--- src/hw/rtl/hka_pkg.sv ---
// ----------------------------------------------------------------------------
// hka_pkg
// Types and constants shared by the hash key aggregator modules.
// ----------------------------------------------------------------------------
package hka_pkg;
   localparam logic [63:0] KEY_MIXER = 64'h9E3779B185EBCA87;

   localparam logic [2:0] ST_INSERTED = 3'd0;
   localparam logic [2:0] ST_MERGED   = 3'd1;
   localparam logic [2:0] ST_FULL     = 3'd2;
   localparam logic [2:0] ST_MAXED    = 3'd3;
   localparam logic [2:0] ST_READ     = 3'd4;

   localparam int KIND_RECORD = 0;

   // One classified word passed from the front part to the back part.
   typedef struct packed {
      logic        is_read;
      logic [47:0] key;
      logic [63:0] mask;
      logic        unbound;
      logic        activity;
      logic [15:0] pid;
      logic [15:0] slot;
      logic [31:0] mix_lo;
      logic [31:0] mix_hi_part;
   } job_type;
endpackage

--- src/hw/rtl/hka_front.sv ---
// ----------------------------------------------------------------------------
// hka_front
// Accepts words, computes the home slot and pushes jobs into a short queue.
// ----------------------------------------------------------------------------
module hka_front #(
   parameter int TABLE_SLOTS = 1024,
   parameter int MASK_BITS   = 64,
   parameter int PID_BITS    = 16,
   parameter int QDEPTH      = 2
) (
   input  logic             clock,
   input  logic             reset,
   input  logic             in_valid,
   output logic             in_stall,
   input  logic             kind,
   input  logic [15:0]      group_index,
   input  logic [31:0]      name_key,
   input  logic [63:0]      set_mask,
   input  logic             set_unbound,
   input  logic             from_activity,
   input  logic [15:0]      package_id,
   input  logic [9:0]       slot_index,
   output logic             q_valid,
   input  logic             q_pop,
   output hka_pkg::job_type q_job
);
   import hka_pkg::*;

   localparam int SW = $clog2(TABLE_SLOTS);
   localparam int QW = $clog2(QDEPTH);

   // Stage 1: register the word with partial products of the mix.
   logic    s1_valid_ff;
   job_type s1_ff, s1_in;
   logic [63:0] prod_lo, prod_hi;
   logic [47:0] key;
   logic [63:0] mask_keep;

   // Queue.
   job_type q_ff [QDEPTH];
   logic [QW-1:0] wp_ff, rp_ff;
   logic [QW:0]   cnt_ff;
   logic          s1_adv;
   logic [SW-1:0] home;
   logic [31:0]   hi_sum;
   job_type       push_job;

   assign key       = {group_index, name_key};
   assign mask_keep = (MASK_BITS >= 64) ? '1 : ((64'd1 << MASK_BITS) - 64'd1);
   // key*C mod 2^64 = lo32(k)*C + (k_hi16*C_lo32 << 32), split to 32x32 pieces.
   assign prod_lo   = {32'd0, name_key} * {32'd0, KEY_MIXER[31:0]};
   assign prod_hi   = {32'd0, name_key} * {32'd0, KEY_MIXER[63:32]};

   always_comb begin
      s1_in.is_read     = kind;
      s1_in.key         = key;
      s1_in.mask        = set_mask & mask_keep;
      s1_in.unbound     = set_unbound;
      s1_in.activity    = from_activity;
      s1_in.pid         = package_id & 16'((32'd1 << PID_BITS) - 32'd1);
      s1_in.slot        = 16'(slot_index);
      s1_in.mix_lo      = prod_lo[31:0];
      s1_in.mix_hi_part = prod_lo[63:32] + prod_hi[31:0]
                        + 32'({16'd0, group_index} * KEY_MIXER[31:0]);
   end

   assign s1_adv   = s1_valid_ff && (cnt_ff < (QW+1)'(QDEPTH));
   assign in_stall = s1_valid_ff && !s1_adv;

   assign hi_sum = s1_ff.mix_hi_part;
   always_comb begin
      logic [63:0] full;
      full = {hi_sum, s1_ff.mix_lo};
      home = full[SW-1:0];
      push_job = s1_ff;
      if (!s1_ff.is_read) begin
         push_job.slot = 16'(home);
      end else begin
         push_job.slot = 16'(s1_ff.slot[SW-1:0]);
      end
   end

   always_ff @(posedge clock) begin
      if (reset) begin
         s1_valid_ff <= 1'b0;
         wp_ff <= '0;
         rp_ff <= '0;
         cnt_ff <= '0;
      end else begin
         if (in_valid && !in_stall) begin
            s1_valid_ff <= 1'b1;
         end else if (s1_adv) begin
            s1_valid_ff <= 1'b0;
         end
         if (s1_adv) begin
            wp_ff <= (wp_ff == QW'(QDEPTH-1)) ? '0 : wp_ff + 1'b1;
         end
         if (q_pop) begin
            rp_ff <= (rp_ff == QW'(QDEPTH-1)) ? '0 : rp_ff + 1'b1;
         end
         cnt_ff <= cnt_ff + (QW+1)'(s1_adv) - (QW+1)'(q_pop);
      end
      if (in_valid && !in_stall) begin
         s1_ff <= s1_in;
      end
      if (s1_adv) begin
         q_ff[wp_ff] <= push_job;
      end
   end

   assign q_valid = (cnt_ff != '0);
   assign q_job   = q_ff[rp_ff];
endmodule

--- config.mk ---
export PLATFORM = sky130hd
export DESIGN_NAME = hka_front
export DESIGN_NICKNAME = d
export VERILOG_FILES = /design/src/hw/rtl/hka_pkg.sv /design/src/hw/rtl/hka_front.sv
export SDC_FILE = /design/constraint.sdc
export NUM_CORES = 2
export LEC_CHECK = 0
export ABC_AREA = 1
export BUFFER_PORTS_ARGS = -buffer_cell sky130_fd_sc_hd__buf_2
export CAP_MARGIN = 20
export CORE_ASPECT_RATIO = 1.25
export CORE_MARGIN = 1.5
export CORE_UTILIZATION = 63
export CTS_CLUSTER_DIAMETER = 50
export CTS_CLUSTER_SIZE = 28
export DETAILED_ROUTE_END_ITERATION = 10
export PLACE_DENSITY = 0.87
export SLEW_MARGIN = 10
export SYNTH_ARGS = -nofsm -noshare
export SYNTH_HDL_FRONTEND = slang
export SYNTH_SLANG_ARGS = --single-unit
--- constraint.sdc ---
create_clock -name clock -period 14.5 [get_ports clock]
set_input_delay 0.725 -clock clock [delete_from_list [all_inputs] [get_ports clock]]
set_output_delay 0.725 -clock clock [all_outputs]
set_load 0.005 [all_outputs]
# --- Word-level counts from Yosys, hierarchy flattened ---
# Memory sizes are Yosys's and may differ from the RTL's. A register that Yosys moved wholly into a read port is not among the register bits.
# Index checks and enable logic that the tools add are counted.
totals:
  regBits: 210
  latch_bits: 0
  mem_bits_rw: 410
  rom_bits: 0
  inputBits: 145
  out_inout_bits: 213
  word_cells: 40
  mem_count: 1
op_classes:
  add_sub_neg: 6
  multipliers: 3
  div_mod_pow: 0
  n_lt_le_gt_ge: 1
  n_eq_ne: 0
  n_shift: 0
  muxes: 9
  bitwise: 0
  reduce_logical: 7
mem_list:
  columns: ["name", "words", "word_bits", "rd", "rd_ports_with_merged_regs", "wr", "line", "source"]
  rows:
  - ["q_ff", 2, 205, 1, 1, 1, "hka_front.sv:40", "job_type q_ff [QDEPTH];"]
ops:
  columns: ["cell", "count"]
  rows:
  - ["adder 32 bit", 2]
  - ["multiplier 32 x 32 -> 64 bit (second input constant)", 1]
  - ["multiplier 16 x 32 -> 32 bit (second input constant)", 1]
  - ["multiplier 32 x 32 -> 32 bit (second input constant)", 1]
  - ["2-to-1 mux 10 bit", 1]
  - ["2-to-1 mux 1 bit", 8]
  - ["nonzero test 2 bit", 2]
  - ["logical AND 1 bit", 3]
  - ["adder 1 bit (second input constant)", 2]
  - ["adder 2 x 1 -> 2 bit", 1]
  - ["zero test 1 bit", 2]
  - ["less-than comparator 2 bit (second input constant)", 1]
  - ["subtractor 2 x 1 -> 2 bit", 1]

# --- Depth between registers and ports, before layout ---
logic_depth:
  word_depth: 7
  mapped_depth: 53
  mapped_depth_nobuf: 53

# --- Least setup slack after synthesis ---
# No wires, ideal clock.
synth_path:
  kind: "input-to-reg"
  from: "in name_key[19]"
  to: "reg s1_ff (netlist bit hi_sum[29]), data pin"
  setup_time_ns: 0.260
  arrival_time_ns: 11.934
  t_required_ns: 14.240
  path_slack_ns: 2.306
  cell_stages: 51
  n_path_buf: 0
  path_cell_list: "inv_1 -> fa_1 -> fa_1 -> inv_1 -> fa_1 -> inv_1 -> fa_1 -> fa_1 -> inv_1 -> fa_1 -> fa_1 -> inv_1 -> fa_1 -> inv_1 -> ha_1 -> nand2_1 -> nor2_1 -> inv_1 -> (+15 left out) -> fa_1 -> inv_1 -> fa_1 -> fa_1 -> inv_1 -> fa_1 -> inv_1 -> fa_1 -> inv_1 -> ha_1 -> nand2_1 -> nor4_2 -> nand4_1 -> nand3_1 -> a21o_1 -> nand3_1 -> nand2_1 -> xor2_1"
synth_lines:
  columns: ["item", "line", "source"]
  rows:
  - ["start: declaration", "hka_front.sv:17", "input logic [31:0] name_key,"]
  - ["end signal: assignment", "hka_front.sv:104", "s1_ff <= s1_in;"]
  - ["end: declaration", "hka_front.sv:34", "job_type s1_ff, s1_in;"]

==> run summary <==
## Setup path
- Critical Path Most Common Cell: fa_1
- arrival time reported for the critical path endpoint: 13.73 ns
- beginning of the worst register-to-register path: cnt_ff[1]
- slowest cell delay on critical path: 0.56 ns
- endpoint of the most critical register-to-register path: q_ff[1][177]
- data required time of the critical path: 14.87 ns
- Critical Setup Path Class: input pin to flop
- endpoint kind of the worst setup timing path: flop
- reg-to-reg slack, setup: 10.85 ns
- Worst Setup Start Kind: input pin
- Worst Setup SP: name_key[6]
- depth of the worst register-to-register path: 5
- slowest stage cell, crit path: fa_1
- largest fanout of any net on the critical path: 11

## GRT
- initial antenna violation count: 9
- overflow left after global routing: 0
- maximum number of pins on one net before global-route repair: 75
- global-route usage over all layers: 37.6%
- number of global-route vias before repair: 37600
- first-pass GRT wire length: 238 mm

## Timing
- total setup violations reported at the end of the flow: 0
- number of hold violations in the final report: 0
- final worst hold slack: 0.262 ns
- Max-slew headroom: 27.7%
- share of the clock period used by the worst path after layout: 92.2%
- measured slew at the worst slew-check pin: 1.08 ns
- final max-slew violation count: 0
- Total Neg Setup Slack: 0 ns
- fin crit period: 13.37 ns
- Max Fclk: 0.0748 GHz
- Clock Skews: 0.0496 ns
- RSZ-0062 raised after global routing: false

## Clock network
- TritonCTS clock tree: built
- Clock Pin Slew Worst Setup and Hold Paths: 0.10 ns
- Gates resized, CTS repair: 0
- cell at the root of the clock tree: clkbuf_16
- TritonCTS buffer count: 42
- Post-CTS Setup Bufs: 0
- clock tree buffer depth: 3
- CTS Sinks: 618
- cts-stage hold buffer count: 0
- clock insertion delay at the later pin of the skew report: 0.63 ns
- # H-tree levels: 2

## Die
- horizontal extent of the die: 267 um
- effective utilization at floorplan: 63.9%
- core region area: 86000 sq um
- die area: 89000 sq um
- count of pins on the block boundary: 358
- Vert. Die Dim: 333 um
- std cell rows: 120

## Hold path
- class of the most critical hold timing path: input pin to flop
- Endpoint, Worst Hold: push_job[142]
- Worst Min Path Start: set_mask[44]
- Cells on Worst Hold Path: 1

## Yosys
- library cell with the highest instance count after synthesis: inv_1
- number of register bits inferred by synthesis: 618
- count of synthesis-stage warnings from yosys: 0
- leading register cell type out of synthesis: edfxtp_1
- biggest area contributors in the synthesized netlist: edfxtp_1 (33%), fa_1 (30%), ha_1 (14%)
- cell taking the most area after synthesis: edfxtp_1
- Syn Inst Count: 4566
- fraction of synthesized cell area taken by the top area cell type: 33.4%
- count of flip-flops with a built-in enable after synthesis: 612
- synth unique cells: 51
- leading cell types by count after synthesis: inv_1 (1358), fa_1 (810), ha_1 (632), edfxtp_1 (612), nand2_1 (319)
- async set-or-reset flop fraction in the synthesized netlist: 0%
- Mean Syn Cell Area: 12.0 sq um
- share of the yosys chip area belonging to registers: 33.7%
- post-synthesis instance area: 55000 sq um

## Drt
- Total Wirelength: 163 mm
- total DRC errors in the routed layout: 0
- drt initial violations: 2717
- per-cell routed wire length: 26.3 um
- detailed-route via count: 34900
- first-pass iteration count of the detailed router: 6
- count of antenna-violating nets left after detailed routing: 0
- per-cell via count in the routed design: 5.61

## Layout
- layout cell share with drive strength beyond 1: 15.1%
- layout net count: 6604
- area growth from synthesis to final layout: 9.56%
- area used by multi-input combinational logic: 31200 sq um
- register cell area after layout: 18500 sq um
- post-route cell area: 60200 sq um
- FILL cells: 6098

## Place
- last weighted congestion value of the routability-driven placer: 1.09
- post-place instance area: 58700 sq um
- DP Wirelength: 139 mm
- number of port buffers: 351

## Job
- max-capacitance violation count: 0

## Outcome
- status: finished clean

final cells by class:
cell class	count	area share [%]
multi-input cells	2562	51.9
flip-flops and latches	618	30.7
clock inverters	33	0.767
inverters	1360	8.48
diodes	4	0.0166
well taps	1159	2.41
repair buffers	433	3.96
clock buffers	44	1.76
critical path, delay by kind of cell:
family / cells / cell delay [ns]
compound gates: 6 / 1.44
simple gates: 8 / 1.14
xor+xnor: 2 / 0.27
buf+inv: 14 / 1.39
fa+ha+maj: 18 / 8.75
stage by stage:
stage	worst slack (ns)	cells	util [%]
floorplan	2.31	4571	-
global placement	0.580	6132	68.2
detailed placement	0.578	6132	68.2
CTS	1.20	6209	70.0
global route	0.696	6211	70.0
finish	1.13	6213	70.0
kinds of logic (layout without fill, tap and decap cells):
logic type / Yosys count / in the layout / synth area share, %
compound gates: 229 / 229 / 2.49
xor+xnor: 106 / 106 / 1.69
fa+ha+maj: 1442 / 1442 / 43.9
buf+inv: 1391 / 1870 / 9.58
flops: 618 / 618 / 33.7
mux: 214 / 214 / 4.38
other cells: 1 / 10 / 0.00682
simple gates: 565 / 565 / 4.30
per-layer routing:
metal / share of wire (%) / track usage, % / up-vias
li1: - / - / 15200
met1: 36 / 45.1 / 17700
met2: 49 / 63.0 / 1568
met3: 7.9 / 6.92 / 448
met4: 7.3 / 23.0 / 10
met5: 0.043 / 0 / -
sequential cells by signal, summed over array words and instances, names as in the netlist, 2 cells and up, named ones only:
register,flops
cnt_ff,2
hi_sum,32
home,9
push_job,153
q_ff,408
s1_ff,10
layout by cell type (no fill, tap or decap), types with 6 or more instances in the layout:
cell       instances
o21ai_0           44
o21ai_1            7
mux2_2           214
a21o_1            15
a31oi_1            7
buf_2            351
clkinv_8           7
o21bai_1          13
a21oi_1          107
nand2_2            9
nand3_1           52
inv_1           1358
clkbuf_16         42
edfxtp_1         612
xnor2_1           44
ha_1             632
nor2_1           133
xor2_1            62
nor3_1             8
fa_1             810
nand2_1          319
nand3_2            6
conb_1             6
nand4_1           13
buf_4             81
a21oi_2            6
how the worst max path moves through the flow:
stage,endpoint,cells after the start
2_1_floorplan,hi_sum[29],51
3_3_place_gp,hi_sum[28],45
3_5_place_dp,hi_sum[18],49
4_1_cts,hi_sum[18],49
5_1_grt,hi_sum[28],47
6_report,hi_sum[28],48
Power is not shown: default switching activity piles up to over one toggle a cycle in this logic, so the estimate is an artifact.
